`src/hw/rtl/two_pool_next_fit_register_allocator_defines.svh`:
```
// Assertion macros for the two-pool register allocator.
`ifndef TWO_POOL_NEXT_FIT_REGISTER_ALLOCATOR_DEFINES_SVH
`define TWO_POOL_NEXT_FIT_REGISTER_ALLOCATOR_DEFINES_SVH

// Same-cycle implication, disabled during reset.
`define TPNF_ASSERT_NOW(label, clk, rst, ante, cons) \
   label: assert property (@(posedge clk) disable iff (rst) (ante) |-> (cons)) \
      else $error("allocator assertion failed");

// Next-cycle implication, disabled during reset.
`define TPNF_ASSERT_NEXT(label, clk, rst, ante, cons) \
   label: assert property (@(posedge clk) disable iff (rst) (ante) |=> (cons)) \
      else $error("allocator assertion failed");

`endif

```
`src/hw/rtl/tpnf_pkg.sv`:
```
// Shared types and codes for the two-pool register allocator.
`timescale 1ns / 1ps
`default_nettype none
package tpnf_pkg;

   localparam int CHUNK = 16;
   localparam int CB    = 4;

   localparam logic MODE_ALLOC = 1'b0;
   localparam logic MODE_FREE  = 1'b1;

   localparam logic POOL_INT   = 1'b0;
   localparam logic POOL_FLOAT = 1'b1;

   localparam logic [1:0] ST_ALLOC   = 2'd0;
   localparam logic [1:0] ST_FULL    = 2'd1;
   localparam logic [1:0] ST_FREED   = 2'd2;
   localparam logic [1:0] ST_IGNORED = 2'd3;

   typedef struct packed {
      logic       mode;
      logic       pool;
      logic [5:0] reg_index;
   } tpnf_req_type;

   typedef struct packed {
      logic [1:0] status;
      logic [5:0] granted_index;
      logic       granted_pool;
   } tpnf_rsp_type;

   typedef struct packed {
      logic       mode;
      logic [5:0] reg_index;
   } tpnf_cmd_type;

   typedef struct packed {
      logic [1:0] status;
      logic [5:0] granted_index;
   } tpnf_result_type;

endpackage
`default_nettype wire

```
`src/hw/rtl/tpnf_req_if.sv`:
```
// Request channel interface.
`timescale 1ns / 1ps
`default_nettype none
interface tpnf_req_if;
   logic                  valid;
   logic                  ready;
   tpnf_pkg::tpnf_req_type payload;

   modport source (output valid, output payload, input ready);
   modport sink (input valid, input payload, output ready);
endinterface
`default_nettype wire

```
`src/hw/rtl/tpnf_rsp_if.sv`:
```
// Response channel interface.
`timescale 1ns / 1ps
`default_nettype none
interface tpnf_rsp_if;
   logic                  valid;
   logic                  ready;
   tpnf_pkg::tpnf_rsp_type payload;

   modport source (output valid, output payload, input ready);
   modport sink (input valid, input payload, output ready);
endinterface
`default_nettype wire

```
`src/hw/rtl/tpnf_pool.sv`:
```
// One register pool: busy bitmap memory, next pointer, busy count and search sequencer.
`timescale 1ns / 1ps
`default_nettype none
module tpnf_pool #(
   parameter int REGS = 64
) (
   input  wire                        clock,
   input  wire                        reset,
   input  wire                        start,
   input  wire tpnf_pkg::tpnf_cmd_type cmd,
   input  wire                        ack,
   output logic                       done,
   output tpnf_pkg::tpnf_result_type  result
);
   import tpnf_pkg::*;

   localparam int ROWS = (REGS + CHUNK - 1) / CHUNK;
   localparam int RW   = (ROWS > 1) ? $clog2(ROWS) : 1;
   localparam int PW   = RW + CB;
   localparam int UW   = $clog2(REGS + 1);

   localparam logic [1:0] S_IDLE = 2'd0;
   localparam logic [1:0] S_FREE = 2'd1;
   localparam logic [1:0] S_SCAN = 2'd2;
   localparam logic [1:0] S_DONE = 2'd3;

   logic [1:0]       state_ff, state_in;
   logic [RW-1:0]    row_ff, row_in;
   logic [CB-1:0]    bit_ff, bit_in;
   logic             first_ff, first_in;
   logic [PW-1:0]    next_ff, next_in;
   logic [UW-1:0]    used_ff, used_in;
   logic [1:0]       status_ff, status_in;
   logic [5:0]       granted_ff, granted_in;

   logic [CHUNK-1:0] mem [ROWS];
   logic [ROWS-1:0]  row_valid_ff;
   logic [CHUNK-1:0] rd_q;
   logic             rvalid_q;

   logic             rd_en, wr_en;
   logic [RW-1:0]    rd_row;
   logic [CHUNK-1:0] wr_data;

   logic [CHUNK-1:0] word, cand;
   logic             found;
   logic [CB-1:0]    hit;
   logic [PW-1:0]    hit_pos, free_pos;
   logic [RW-1:0]    row_wrap;

   always_comb begin
      word = rvalid_q ? rd_q : '0;
      for (int b = 0; b < CHUNK; b++) begin
         cand[b] = word[b]
            || (32'({row_ff, CB'(b)}) >= 32'(REGS))
            || (first_ff && (CB'(b) < next_ff[CB-1:0]));
      end
      found = 1'b0;
      hit   = '0;
      for (int b = CHUNK - 1; b >= 0; b--) begin
         if (!cand[b]) begin
            found = 1'b1;
            hit   = CB'(b);
         end
      end
      hit_pos  = {row_ff, hit};
      free_pos = PW'(cmd.reg_index);
      row_wrap = (row_ff == RW'(ROWS - 1)) ? '0 : row_ff + RW'(1);
   end

   always_comb begin
      state_in   = state_ff;
      row_in     = row_ff;
      bit_in     = bit_ff;
      first_in   = first_ff;
      next_in    = next_ff;
      used_in    = used_ff;
      status_in  = status_ff;
      granted_in = granted_ff;
      rd_en      = 1'b0;
      rd_row     = row_ff;
      wr_en      = 1'b0;
      wr_data    = word;
      case (state_ff)
         S_IDLE: begin
            if (start) begin
               granted_in = '0;
               if (cmd.mode == MODE_FREE) begin
                  if (32'(cmd.reg_index) < 32'(REGS)) begin
                     row_in   = free_pos[PW-1:CB];
                     bit_in   = free_pos[CB-1:0];
                     rd_en    = 1'b1;
                     rd_row   = free_pos[PW-1:CB];
                     state_in = S_FREE;
                  end else begin
                     status_in = ST_IGNORED;
                     state_in  = S_DONE;
                  end
               end else if (32'(used_ff) >= 32'(REGS)) begin
                  status_in = ST_FULL;
                  state_in  = S_DONE;
               end else begin
                  row_in   = next_ff[PW-1:CB];
                  first_in = 1'b1;
                  rd_en    = 1'b1;
                  rd_row   = next_ff[PW-1:CB];
                  state_in = S_SCAN;
               end
            end
         end
         S_FREE: begin
            if (word[bit_ff]) begin
               wr_en     = 1'b1;
               wr_data   = word & ~(CHUNK'(1) << bit_ff);
               used_in   = (used_ff != '0) ? used_ff - UW'(1) : used_ff;
               status_in = ST_FREED;
            end else begin
               status_in = ST_IGNORED;
            end
            state_in = S_DONE;
         end
         S_SCAN: begin
            if (found) begin
               wr_en      = 1'b1;
               wr_data    = word | (CHUNK'(1) << hit);
               granted_in = 6'(hit_pos);
               next_in    = (32'(hit_pos) == 32'(REGS - 1)) ? '0 : hit_pos + PW'(1);
               used_in    = used_ff + UW'(1);
               status_in  = ST_ALLOC;
               state_in   = S_DONE;
            end else begin
               row_in   = row_wrap;
               first_in = 1'b0;
               rd_en    = 1'b1;
               rd_row   = row_wrap;
            end
         end
         S_DONE: begin
            if (ack) begin
               state_in = S_IDLE;
            end
         end
         default: begin
            state_in = S_IDLE;
         end
      endcase
   end

   always_ff @(posedge clock) begin
      if (reset) begin
         state_ff <= S_IDLE;
         next_ff  <= '0;
         used_ff  <= '0;
      end else begin
         state_ff <= state_in;
         next_ff  <= next_in;
         used_ff  <= used_in;
      end
   end

   always_ff @(posedge clock) begin
      row_ff     <= row_in;
      bit_ff     <= bit_in;
      first_ff   <= first_in;
      status_ff  <= status_in;
      granted_ff <= granted_in;
   end

   // row valid bits stand in for clearing the bitmap at reset
   always_ff @(posedge clock) begin
      if (reset) begin
         row_valid_ff <= '0;
      end else if (wr_en) begin
         row_valid_ff[row_ff] <= 1'b1;
      end
   end

   always_ff @(posedge clock) begin
      if (wr_en) begin
         mem[row_ff] <= wr_data;
      end
      if (rd_en) begin
         rd_q     <= mem[rd_row];
         rvalid_q <= row_valid_ff[rd_row];
      end
   end

   assign done                 = (state_ff == S_DONE);
   assign result.status        = status_ff;
   assign result.granted_index = granted_ff;

endmodule
`default_nettype wire

```
`src/hw/rtl/two_pool_next_fit_register_allocator.sv`:
```
// Top level of the two-pool next-fit register allocator.
// Two pools (integer, float), each with its busy bitmap held in a one-port-per-side memory
// of 16-bit rows. A request is taken when req_if.ready is high and produces one response.
// Allocation scans one bitmap row per cycle from the pool's next pointer, wrapping once;
// a free reads the register's row and clears its bit, and a full-pool allocation or an
// out-of-range free is answered without a memory read. One request is in flight at a time;
// the next is taken as soon as the previous response is in the output register. Reset takes
// effect through per-row valid bits, with no clearing pass.
`timescale 1ns / 1ps
`default_nettype none
`include "two_pool_next_fit_register_allocator_defines.svh"
module two_pool_next_fit_register_allocator #(
   parameter int INT_REGS   = 64,
   parameter int FLOAT_REGS = 64
) (
   input  wire       clock,
   input  wire       reset,
   tpnf_req_if.sink  req_if,
   tpnf_rsp_if.source rsp_if
);
   import tpnf_pkg::*;

   logic            busy_ff, busy_in;
   logic            pool_ff, pool_in;
   logic            rsp_valid_ff, rsp_valid_in;
   tpnf_rsp_type    rsp_payload_ff, rsp_payload_in;

   logic            accept, move;
   tpnf_cmd_type    cmd;
   logic            int_done, float_done, sel_done;
   tpnf_result_type int_result, float_result, sel_result;

   assign accept        = req_if.valid && req_if.ready;
   assign cmd.mode      = req_if.payload.mode;
   assign cmd.reg_index = req_if.payload.reg_index;

   tpnf_pool #(.REGS(INT_REGS)) u_int_pool (
      .clock  (clock),
      .reset  (reset),
      .start  (accept && (req_if.payload.pool == POOL_INT)),
      .cmd    (cmd),
      .ack    (move && (pool_ff == POOL_INT)),
      .done   (int_done),
      .result (int_result)
   );

   tpnf_pool #(.REGS(FLOAT_REGS)) u_float_pool (
      .clock  (clock),
      .reset  (reset),
      .start  (accept && (req_if.payload.pool == POOL_FLOAT)),
      .cmd    (cmd),
      .ack    (move && (pool_ff == POOL_FLOAT)),
      .done   (float_done),
      .result (float_result)
   );

   always_comb begin
      sel_done   = (pool_ff == POOL_FLOAT) ? float_done : int_done;
      sel_result = (pool_ff == POOL_FLOAT) ? float_result : int_result;
      move       = busy_ff && sel_done && (!rsp_valid_ff || rsp_if.ready);

      busy_in        = busy_ff;
      pool_in        = pool_ff;
      rsp_valid_in   = rsp_valid_ff && !rsp_if.ready;
      rsp_payload_in = rsp_payload_ff;
      if (accept) begin
         busy_in = 1'b1;
         pool_in = req_if.payload.pool;
      end
      if (move) begin
         busy_in                      = 1'b0;
         rsp_valid_in                 = 1'b1;
         rsp_payload_in.status        = sel_result.status;
         rsp_payload_in.granted_index = sel_result.granted_index;
         rsp_payload_in.granted_pool  = pool_ff;
      end
   end

   always_ff @(posedge clock) begin
      if (reset) begin
         busy_ff      <= 1'b0;
         rsp_valid_ff <= 1'b0;
      end else begin
         busy_ff      <= busy_in;
         rsp_valid_ff <= rsp_valid_in;
      end
   end

   always_ff @(posedge clock) begin
      pool_ff        <= pool_in;
      rsp_payload_ff <= rsp_payload_in;
   end

   assign req_if.ready   = !busy_ff;
   assign rsp_if.valid   = rsp_valid_ff;
   assign rsp_if.payload = rsp_payload_ff;

   `TPNF_ASSERT_NOW(a_index_zero_unless_alloc, clock, reset,
      rsp_if.valid && (rsp_if.payload.status != ST_ALLOC), rsp_if.payload.granted_index == 6'd0)
   `TPNF_ASSERT_NEXT(a_busy_after_accept, clock, reset, accept, !req_if.ready)
   `TPNF_ASSERT_NEXT(a_move_fills_output, clock, reset, move,
      rsp_if.valid && req_if.ready && (rsp_if.payload.granted_pool == $past(pool_ff)))

endmodule
`default_nettype wire
```
`src/flat_wrapper.sv`:
```
// flat-port wrapper written by rule: the top's interface ports become plain ports
module two_pool_next_fit_register_allocator_flat import tpnf_pkg::*;
#(
   parameter int INT_REGS   = 64,
   parameter int FLOAT_REGS = 64
)
  (clock, reset, req_if_valid, req_if_payload, req_if_ready, rsp_if_valid, rsp_if_payload, rsp_if_ready);
  tpnf_req_if req_if_i ();
  tpnf_rsp_if rsp_if_i ();
  input  wire clock;
  input  wire reset;
  input wire logic [$bits(req_if_i.valid)-1:0] req_if_valid;
  input wire logic [$bits(req_if_i.payload)-1:0] req_if_payload;
  output wire logic [$bits(req_if_i.ready)-1:0] req_if_ready;
  output wire logic [$bits(rsp_if_i.valid)-1:0] rsp_if_valid;
  output wire logic [$bits(rsp_if_i.payload)-1:0] rsp_if_payload;
  input wire logic [$bits(rsp_if_i.ready)-1:0] rsp_if_ready;
  assign req_if_i.valid = req_if_valid;
  assign req_if_i.payload = req_if_payload;
  assign req_if_ready = req_if_i.ready;
  assign rsp_if_valid = rsp_if_i.valid;
  assign rsp_if_payload = rsp_if_i.payload;
  assign rsp_if_i.ready = rsp_if_ready;
  two_pool_next_fit_register_allocator #(.INT_REGS(INT_REGS), .FLOAT_REGS(FLOAT_REGS)) u_core (.clock(clock), .reset(reset), .req_if(req_if_i), .rsp_if(rsp_if_i));
endmodule
```
`config.mk`:
```
export PLATFORM = sky130hd
export DESIGN_NAME = two_pool_next_fit_register_allocator_flat
export DESIGN_NICKNAME = d
export VERILOG_FILES = /design/src/hw/rtl/tpnf_pkg.sv /design/src/hw/rtl/tpnf_req_if.sv /design/src/hw/rtl/tpnf_rsp_if.sv /design/src/hw/rtl/tpnf_pool.sv /design/src/hw/rtl/two_pool_next_fit_register_allocator.sv /design/src/flat_wrapper.sv
export VERILOG_INCLUDE_DIRS = /design/src /design/src/hw/rtl
export SDC_FILE = /design/constraint.sdc
export NUM_CORES = 1
export LEC_CHECK = 0
export BUFFER_PORTS_ARGS = -buffer_cell sky130_fd_sc_hd__buf_2
export CORE_AREA = 4 4 177 179
export DETAILED_ROUTE_END_ITERATION = 8
export DIE_AREA = 0 0 181 183
export GPL_ROUTABILITY_DRIVEN = 0
export PLACE_DENSITY_LB_ADDON = 0.25
export SYNTH_ARGS = -nofsm -noshare
export SYNTH_HDL_FRONTEND = slang
export SYNTH_SLANG_ARGS = --single-unit
```
`constraint.sdc`:
```
create_clock -name clock -period 7.6 [get_ports clock]
set_clock_uncertainty 0.2 [all_clocks]
set_input_delay 0.38 -clock clock [delete_from_list [all_inputs] [get_ports clock]]
set_output_delay 0.38 -clock clock [all_outputs]
set_load 0.01 [all_outputs]
```
# ---- After elaboration in Yosys (flattened, before gate mapping)
# Memories as Yosys holds them, arrays and structs flattened. A register that Yosys moved wholly into a read port is not among the register bits.
# Index checks and enable logic that the tools add are counted.
dict set report op_classes {
  magnitude_cmp 42
  reduce_logical 103
  n_addsub 8
  n_eq_ne 28
  n_mux 169
  shift 4
  bitwise 10
}
# cell count
set ops {}
lappend ops {{$mux W4} 32}
lappend ops {{$mux W16} 6}
lappend ops {{$mux W1} 68}
lappend ops {{$lt A4 B4 Y1 const A} 16}
lappend ops {{$pmux W16 S2} 2}
lappend ops {{$shl A1 B4 Y16 const A} 4}
lappend ops {{$mux W2} 26}
lappend ops {{$logic_and A1 B1 Y1} 42}
lappend ops {{$mux W7} 6}
lappend ops {{$mux W6} 6}
lappend ops {{$ne A2 B2 Y1 const B} 18}
lappend ops {{$logic_or A1 B1 Y1} 33}
lappend ops {{$and A16 B16 Y16} 2}
lappend ops {{$lt A3 B4 Y1 const A} 8}
lappend ops {{$not A16 Y16} 2}
lappend ops {{$or A16 B16 Y16} 2}
lappend ops {{$pmux W7 S2} 2}
lappend ops {{$pmux W6 S2} 2}
lappend ops {{$reduce_and A5 Y1} 4}
lappend ops {{$reduce_and A3 Y1} 6}
lappend ops {{$lt A1 B4 Y1 const A} 4}
lappend ops {{$lt A2 B4 Y1 const A} 4}
lappend ops {{$pmux W2 S4} 2}
lappend ops {{$add A7 B1 Y7 const B} 2}
lappend ops {{other kinds (27)} 65}
dict set report totals {
  output_inout_bits 11
  memories 2
  regBits 82
  ram_bits 128
}
# memory words word_bits read_ports rd_clocked_by_memory_dff wr line
set memory_table {}
lappend memory_table {u_core.u_float_pool.mem 4 16 1 1 1 tpnf_pool.sv:36} ;# logic [CHUNK-1:0] mem [ROWS];
lappend memory_table {u_core.u_int_pool.mem 4 16 1 1 1 tpnf_pool.sv:36}

# ---- Longest topological paths before layout
# Gate-level depths: netlist of run 1.
dict set report depth {
  word_depth 23
  mapped_depth 13
}

# ---- Hierarchy
# Synthesis of run 1 repeated with hierarchy kept, for this count alone.
dict set report unflattened {
  cells_unflattened 1110
  area_unflattened_um2 12746.0
}
# module cells_per_inst n_inst seq_area_each_um2 area_per_inst_um2
set by_module_without_submodules {}
lappend by_module_without_submodules {{tpnf_pool at u_core.u_int_pool} 558 1 3243.1 6164.7}
lappend by_module_without_submodules {{tpnf_pool at u_core.u_float_pool} 517 1 3243.1 6042.0}
lappend by_module_without_submodules {two_pool_next_fit_register_allocator 35 1 340.3 539.3}

# ---- Least setup slack after synthesis of run 1
# Ideal clock, no wire load.
dict set report synth_path {
  path_kind {flip-flop to flip-flop}
  from {reg u_core.u_float_pool.first_ff}
  to {reg u_core.u_float_pool.rd_q[0], read port of u_core.u_float_pool.mem, enable pin}
  setup_time_ns 0.419
  path_slack_ns 4.370
  required_time_ns 6.981
  stages_incl_launch_ff 8
  arrival_time_ns 2.611
  path_cell_list {edfxtp_1 > buf_4 > buf_4 > o211ai_1 > a32oi_1 > nand3_2 > or4_4 > o32ai_1}
}
dict set report synth_via {
  elab_chain_cells 20
}
# item line
set synth_rtl {}
lappend synth_rtl {{start: declaration} tpnf_pool.sv:30} ;# logic first_ff, first_in;
lappend synth_rtl {{start signal: assignment} tpnf_pool.sv:164} ;# first_ff <= first_in;
lappend synth_rtl {{$logic_and A1 B1 Y1} tpnf_pool.sv:56} ;# || (first_ff && (CB'(b) < next_ff[CB-1:0]));
lappend synth_rtl {{$logic_or A1 B1 Y1} tpnf_pool.sv:56}
lappend synth_rtl {{$mux W1 (15 in series)} tpnf_pool.sv:61} ;# if (!cand[b]) begin
lappend synth_rtl {{$mux W1 *} tpnf_pool.sv:61}
lappend synth_rtl {{$mux W1 *} tpnf_pool.sv:123} ;# if (found) begin
lappend synth_rtl {{$pmux W1 S2 *} tpnf_pool.sv:84} ;# case (state_ff)
lappend synth_rtl {{named net u_core.u_float_pool.rd_en} tpnf_pool.sv:41} ;# logic rd_en, wr_en;
lappend synth_rtl {{end: declaration} tpnf_pool.sv:38} ;# logic [CHUNK-1:0] rd_q;
# The timed path passes the listed nets; every way through them passes the cells marked *.
# A chain may end at the register's enable or synchronous reset.

# ---- Worst setup path after layout of run 1
dict set report layout_path {
  from {reg u_core.u_float_pool.rvalid_q}
  to {reg u_core.u_float_pool.row_valid_ff[0]}
}
dict set report layout_via {
  elab_chain_cells 20
}
# item line
set layout_rtl {}
lappend layout_rtl {{start: declaration} tpnf_pool.sv:39} ;# logic rvalid_q;
lappend layout_rtl {{start signal: assignment} tpnf_pool.sv:184} ;# rvalid_q <= row_valid_ff[rd_row];
lappend layout_rtl {{$mux W16 *} tpnf_pool.sv:52} ;# word = rvalid_q ? rd_q : '0;
lappend layout_rtl {{$logic_or A1 B1 Y1} tpnf_pool.sv:56}
lappend layout_rtl {{$mux W1 (16 in series)} tpnf_pool.sv:61}
lappend layout_rtl {{$mux W1} tpnf_pool.sv:123}
lappend layout_rtl {{$pmux W1 S2 *} tpnf_pool.sv:84}
lappend layout_rtl {{end signal: assignment} tpnf_pool.sv:172} ;# row_valid_ff <= '0;
lappend layout_rtl {{end signal: indexed assignment} tpnf_pool.sv:174} ;# row_valid_ff[row_ff] <= 1'b1;
lappend layout_rtl {{end: declaration} tpnf_pool.sv:37} ;# logic [ROWS-1:0] row_valid_ff;
# Every way passes the cells marked *; elsewhere a longest branch is shown, timed or not. The select of a mux whose other input is x is not followed.

==> flow_metrics.py, run 1 <==
metrics = {
    "grt": {
        "overflow": 0,
        "antenna_found_initial": 0,
        "met2_usage": 0.309,
        "grt_pass1_vias": 8655,
        "grt_pass1_wl_um": 48600,
        "grt_util_met3": 0.0244,
        "gr-usage-all-layers": 0.181,
        "grt_max_degree": 36,
        "grt-busiest-layer": "met2",
        "use_met1": 0.240,
    },
    "clock_network": {
        "clock_sinks": 242,
        "clock-root-buffer": "clkbuf_16",
        "path_clk_slew_ps": 60,
        "clk_path_buf_depth": 3,
        "htree_num_levels": 1,
        "cts_made_buffers": 26,
        "clkLatencyLatePin_ps": 540,
        "cts_tree": "done",
        "cts-resized-gates": 0,
    },
    "critical_path": {
        "crit_fanout": 33,
        "worstSetupPathType": "reg -> reg",
        "arrival_ps": 4690,
        "critPathRequiredTime_ps": 7800,
        "cp-end-kind": "flip-flop",
        "worstSetupStartpointType": "flip-flop",
    },
    "logic_synthesis": {
        "avgSynthCellArea_um2": 11.5,
        "async_flop_share": 0,
        "ys_top_cells_by_area": "edfxtp_1, mux2i_1, dfxtp_1",
        "synth_cells": 1099,
        "ys_types": 75,
        "synth_warnings": 0,
        "yosysTopAreaCell": "edfxtp_1",
        "yosysSeqAreaShare": 0.541,
        "synth_edf_count": 198,
        "synth-seq-cells": 242,
        "syn_area_mm2": 0.0126,
        "yosysTopAreaCellShare": 0.471,
        "synth_flop_cell": "edfxtp_1",
        "synth.net_count": 1147,
    },
    "floorplan": {
        "die-area_mm2": 0.0331,
        "start_util": 0.427,
        "ios": 23,
        "fp.dieH_um": 183,
        "die_w_um": 181,
        "rows": 63,
        "core_area_mm2": 0.0296,
    },
    "detailed_routing": {
        "drt-wirelength-per-cell_um": 20.5,
        "antenna_left": 0,
        "drc_errors": 0,
        "first_pass_iters": 6,
        "viasPerCell": 6.02,
        "via_count": 9048,
        "drt_wl_total_um": 30800,
        "dr.first_iter.drc_count": 915,
    },
    "layout": {
        "final_common_cell": "edfxtp_1",
        "fillers": 2690,
        "final_net_count": 1146,
        "antennaDiodeCount": 0,
        "final_cell_mix": "edfxtp_1, mux2i_1, nand2_1",
        "final_layout_size_suffix_gt1_frac": 0.0836,
        "syn_to_final_growth_pct": 9.82,
        "instances_no_fill": 1502,
    },
    "sta": {
        "slew_headroom": 0.213,
        "setup_ws_ps": 3100,
        "fin_crit_sh": 0.592,
        "slew_viol_final": 0,
        "fmax_mhz": 222,
        "fin_setup_tns_ps": 0,
        "period_minus_slack_ps": 4500,
        "rsz0062_at_grt": "false",
        "final-hold-violation-count": 0,
        "finalSetupViolCount": 0,
        "worst_pin_slew_ps": 1180,
        "hold_slack_ps": 186,
    },
    "power": {
        "ir_drop_mv": 0.240,
        "power_density_mw_per_mm2": 365,
        "p_leak_uw": 0.00494,
    },
    "place": {
        "dpl.cell_count": 1453,
        "pre_cts_slack_ps": 3200,
        "port_buffers": 22,
        "dpl.hpwl_um": 20500,
    },
    "outcome": {
        "status": "complete, no violations",
    },
    "hold_path": {
        "hp-class": "in -> reg",
    },
    "job": {
        "maxCapViolCount": 0,
    },
}
==> worst max-delay path, stage by stage (launching register included) <==
cell and delay, ps:
edfxtp_1 1060, nand2_1 230, a22o_1 330, or3_4 420
o41ai_1 840, o21ai_0 350, and3_1 610, o21a_1 320
==> metrics by stage <==
| stage | instance area [um2] | power, uW | utilization |
|---|---|---|---|
| 2_1_floorplan | 12600 | 3410 | - |
| 3_3_place_gp | 13000 | 3850 | 0.439 |
| 3_5_place_dp | 13000 | 3880 | 0.439 |
| 4_1_cts | 13900 | 5100 | 0.469 |
| 5_1_grt | 13900 | 5380 | 0.469 |
| 6_report | 13900 | 5060 | 0.469 |
==> worst paths after layout <==
path	startpoint	end	slack, ps	cells past startpoint
max	u_core.u_float_pool.rvalid_q$_DFFE_PP_	u_core.u_float_pool.row_valid_ff[0]$_SDFFE_PP0N_	3100	7
min	req_if_payload[7]	u_core.u_int_pool.state_ff[1]$_SDFFE_PP0P_	190	4
max reg2reg	u_core.u_float_pool.rvalid_q$_DFFE_PP_	u_core.u_float_pool.row_valid_ff[0]$_SDFFE_PP0N_	3100	7
min reg2reg	u_core.u_float_pool.row_valid_ff[3]$_SDFFE_PP0N_	u_core.u_float_pool.row_valid_ff[3]$_SDFFE_PP0N_	260	1
==> flip-flops by register name, indices dropped and copies added, names as in the netlist, 7 cells and up <==
signal / cells
u_core.rsp_if.payload: 9
u_core.u_float_pool.mem: 64
u_core.u_float_pool.rd_q: 16
u_core.u_float_pool.used_ff: 7
u_core.u_int_pool.mem: 64
u_core.u_int_pool.rd_q: 16
u_core.u_int_pool.used_ff: 7
==> per-layer routing <==
| metal | share of wire | vias to the layer above |
|---|---|---|
| li1 | - | 4210 |
| met1 | 0.42 | 4390 |
| met2 | 0.49 | 362 |
| met3 | 0.056 | 86 |
| met4 | 0.038 | 0 |
| met5 | 0 | - |
==> power by group <==
part           switching, uW  internal (uW)  leakage (uW)
Sequential               193           1750       0.00218
Combinational           1150            762       0.00237
Clock                    495            702      0.000386
Total                   1840           3220       0.00494
==> area by class of cell <==
cell class,count,area [um2],area share
inverters,42,158,0.0114
multi-input cells,749,5350,0.386
well taps,390,488,0.0352
clock inverters,15,124,0.00894
clock buffers,27,676,0.0488
flip-flops and latches,242,6830,0.493
repair buffers,37,240,0.0173
==> repair_timing <==
| action | CTS | global route |
|---|---|---|
| endpoints found under the hold margin | 11 | 0 |
| setup buffers | 0 | 0 |
| hold buffers | 7 | 0 |
| endpoints found under the setup margin | 0 | 0 |
==> cells in the mapped netlist (all sizes together) (11+ instances only) <==
| cell type | n |
|---|---|
| a21o | 12 |
| a21oi | 66 |
| a22oi | 18 |
| and2 | 13 |
| and3 | 14 |
| buf | 25 |
| clkbuf | 41 |
| dfxtp | 44 |
| edfxtp | 198 |
| ha | 34 |
| inv | 42 |
| mux2i | 112 |
| nand2 | 85 |
| nand2b | 11 |
| nand3 | 33 |
| nand4 | 13 |
| nor2 | 63 |
| nor2b | 14 |
| nor3 | 13 |
| o211ai | 19 |
| o21ai | 46 |
| o31ai | 13 |
| xnor2 | 11 |
==> kinds of logic after synthesis <==
logic type / Yosys count / synth area share
xor gates and xnor gates: 11 / 0.00763
buffers and inverters: 108 / 0.0374
and+or+nand+nor: 295 / 0.116
muxes: 127 / 0.107
DFF: 242 / 0.541
adders and majority gates: 36 / 0.0369
AOI/OAI and AO/OA: 280 / 0.154
No activity file was read; power rests on OpenSTA's default activity.
==> inputs of run 2 (changes only) <==
--- a/config.mk
+++ b/config.mk
@@ -6,10 +6,11 @@
 export SDC_FILE = /design/constraint.sdc
 export NUM_CORES = 1
 export LEC_CHECK = 0
+export ABC_AREA = 1
 export BUFFER_PORTS_ARGS = -buffer_cell sky130_fd_sc_hd__buf_2
-export CORE_AREA = 4 4 177 179
+export CORE_AREA = 4 4 175 177
 export DETAILED_ROUTE_END_ITERATION = 8
-export DIE_AREA = 0 0 181 183
+export DIE_AREA = 0 0 179 181
 export GPL_ROUTABILITY_DRIVEN = 0
 export PLACE_DENSITY_LB_ADDON = 0.25
 export SYNTH_ARGS = -nofsm -noshare
==> constraint.sdc (replaced) <==
create_clock -name clock -period 3.85 [get_ports clock]
set_clock_uncertainty 0.2 [all_clocks]
set_input_delay 0.1925 -clock clock [delete_from_list [all_inputs] [get_ports clock]]
set_output_delay 0.1925 -clock clock [all_outputs]
set_load 0.01 [all_outputs]
==> run 2 against run 1 <==
  * Sequential power grew 110%
  * Total power up 140%
  * Register-to-register slack got worse by 2800 ps
  * Sequential share of layout area is 0.43 points lower
  * Fmax increased by 27%
  * Die area fell by 2.2%
  * Synthesized cell count grew 16%
  * Setup slack got worse by 2800 ps
  * Global-route usage rose by 0.72 points
  * Non-clock buffer count rose by 34
==> flow_metrics.py, run 2 <==
metrics = {
    "power": {
        "p_leak_uw": 0.00539,
        "power_density_mw_per_mm2": 887,
        "p_seq_frac": 0.333,
        "p_int_uw": 7260,
        "pwr-share-comb": 0.464,
        "ir_drop_mv": 0.384,
        "total_power_uw": 12400,
        "p_switching_uw": 5140,
        "power_switching_share": 0.415,
        "p_clk_frac": 0.203,
    },
    "sta": {
        "fin_setup_tns_ps": 0,
        "slew_headroom": 0.413,
        "hold_slack_ps": 229,
        "fin_crit_sh": 0.922,
        "worst_pin_slew_ps": 874,
        "rsz0062_at_grt": "false",
        "final-hold-violation-count": 0,
        "finalSetupViolCount": 0,
        "period_minus_slack_ps": 3550,
        "slew_viol_final": 0,
        "fmax_mhz": 282,
    },
    "detailed_routing": {
        "drt-wirelength-per-cell_um": 17.8,
        "antenna_left": 0,
        "dr.first_iter.drc_count": 902,
        "first_pass_iters": 5,
        "drc_errors": 0,
        "drt_wl_total_um": 31100,
        "viasPerCell": 5.48,
        "via_count": 9535,
    },
    "critical_path": {
        "worstSetupPathType": "reg -> reg",
        "critPathRequiredTime_ps": 3930,
        "cp-end-kind": "flip-flop",
        "worstSetupStartpointType": "flip-flop",
        "r2r_setup_slack_ps": 300,
        "arrival_ps": 3630,
        "crit_fanout": 15,
    },
    "floorplan": {
        "start_util": 0.422,
        "ios": 23,
        "die_w_um": 179,
        "core_area_mm2": 0.0292,
        "rows": 63,
        "fp.dieH_um": 181,
        "die-area_mm2": 0.0324,
    },
    "logic_synthesis": {
        "yosysTopAreaCellShare": 0.482,
        "avgSynthCellArea_um2": 9.71,
        "synth_cells": 1271,
        "synth-seq-cells": 242,
        "ys_types": 61,
        "syn_area_mm2": 0.0123,
        "synth_warnings": 0,
        "yosysMostFrequentCell": "nand2_1",
        "async_flop_share": 0,
        "ys_top_cells_by_area": "edfxtp_1, dfxtp_1, nand2_1",
        "yosysTopAreaCell": "edfxtp_1",
        "synth_flop_cell": "edfxtp_1",
        "synth.net_count": 1319,
        "synth_edf_count": 198,
        "ys_top_cells_by_count": "nand2_1, edfxtp_1, nor2_1, inv_1, o21ai_0",
        "yosysSeqAreaShare": 0.553,
    },
    "hold_path": {
        "hp-class": "in -> reg",
    },
    "grt": {
        "gr-usage-all-layers": 0.189,
        "antenna_found_initial": 2,
        "grt_pass1_vias": 8872,
        "grt_pass1_wl_um": 49000,
        "overflow": 0,
        "grt_max_degree": 36,
    },
    "clock_network": {
        "clk_path_buf_depth": 3,
        "clkLatencyLatePin_ps": 530,
        "path_clk_slew_ps": 60,
        "cts-resized-gates": 0,
        "cts_made_buffers": 26,
        "clock_sinks": 242,
        "cts_tree": "done",
        "htree_num_levels": 1,
        "clock-root-buffer": "clkbuf_16",
    },
    "job": {
        "maxCapViolCount": 0,
    },
    "layout": {
        "final_net_count": 1377,
        "final_layout_size_suffix_gt1_frac": 0.133,
        "final_common_cell": "nand2_1",
        "fillers": 2710,
        "final-seq-area_mm2": 0.00683,
        "final_cell_mix": "nand2_1, edfxtp_1, nor2_1",
        "utilization": 0.478,
        "syn_to_final_growth_pct": 13.3,
        "final_area_mm2": 0.0140,
        "reg_top3": "u_core.u_float_pool.mem (64), u_core.u_int_pool.mem (64)",
        "multiInputGateArea_mm2": 0.00474,
    },
    "place": {
        "dpl.hpwl_um": 21600,
        "port_buffers": 22,
        "placed_cell_area_mm2": 0.0130,
    },
    "outcome": {
        "status": "complete, no violations",
    },
}
-- run 2: cell count changes after synthesis, moves of 21 or more --
| cell | delta |
|---|---|
| nand2_1 | +144 |
| mux2i_1 | -112 |
| nor2_1 | +93 |
| inv_1 | +75 |
| o21ai_0 | +33 |
| o21ai_1 | +32 |
| o22ai_1 | +22 |
| clkbuf_1 | -21 |
-- run 2: through the flow --
stage	cells	setup WS (ps)
detailed placement	1676	272
finish	1741	302
global placement	1676	324
global route	1740	34.5
CTS	1735	235
floorplan	1271	678
-- run 2: kinds of logic (layout without fill, tap and decap cells) --
kind of cell | after synthesis | after routing | synth area share
compound gates | 313 | 313 | 0.169
xor+xnor | 10 | 10 | 0.00710
fa+ha+maj | 36 | 36 | 0.0377
buf+inv | 179 | 257 | 0.0624
flops | 242 | 242 | 0.553
other cells | 0 | 2 | 0
simple gates | 491 | 491 | 0.171
-- run 2: layer usage --
layer  share of wire  up-vias  track usage
met4           0.020        0       0.0436
met2            0.44      386        0.291
met3           0.078       45       0.0287
met1            0.46     4513        0.281
met5               0        -            0
li1                -     4591            -
-- run 2: final cells by class --
type                            count  area share
Tap cell                          390      0.0349
Clock inverter                     13      0.0105
Inverter                          138      0.0376
Multi-Input combinational cell    850       0.339
Antenna cell                        2    0.000358
Timing Repair Buffer               71      0.0371
Sequential cell                   242       0.488
Clock buffer                       35      0.0519
-- run 2: path summary, 6_finish.rpt --
check                                                                    start                                        endpoint  cells after the start
worst max-delay path                      u_core.u_int_pool.rvalid_q$_DFFE_PP_           u_core.u_int_pool.mem[2][2]$_DFFE_PP_                     21
worst min-delay path                                         req_if_payload[6]                        u_core.pool_ff$_DFFE_PP_                      2
worst max register to register            u_core.u_int_pool.rvalid_q$_DFFE_PP_           u_core.u_int_pool.mem[2][2]$_DFFE_PP_                     21
worst min register to register  u_core.u_int_pool.row_valid_ff[1]$_SDFFE_PP0N_  u_core.u_int_pool.row_valid_ff[1]$_SDFFE_PP0N_                      1
-- run 2: power groups by stage --
stage	logic, uW	clock network, uW	registers, uW
2_1_floorplan	4370	0	4080
3_3_place_gp	5590	0	4180
3_5_place_dp	5680	0	4190
4_1_cts	5720	2580	4140
5_1_grt	6420	2680	4170
6_report	5750	2520	4130
-- run 2: timing repair --
action                                  in CTS  in global routing
buffers inserted                             0                  4
endpoints found under the setup margin       0                 20
hold buffers                                11                  0
endpoints found under the hold margin       27                  0
-- run 2: critical path: stages, from the launching register on --
cell and delay, ps:
edfxtp_1 720, nand2_1 270, o21ai_1 210, nand2_1 90, nand2_1 60, nand2_1 50, nand2_1 50, nand2_1 60
nand2_1 70, nand2_1 50, nand2_1 50, nand2_1 40, nand2_1 70, nand2_1 70, nand2_1 90, nand2_1 50
nand2_1 170, ha_1 170, inv_1 120, o21ai_0 180, a21oi_1 80, a22oi_1 380
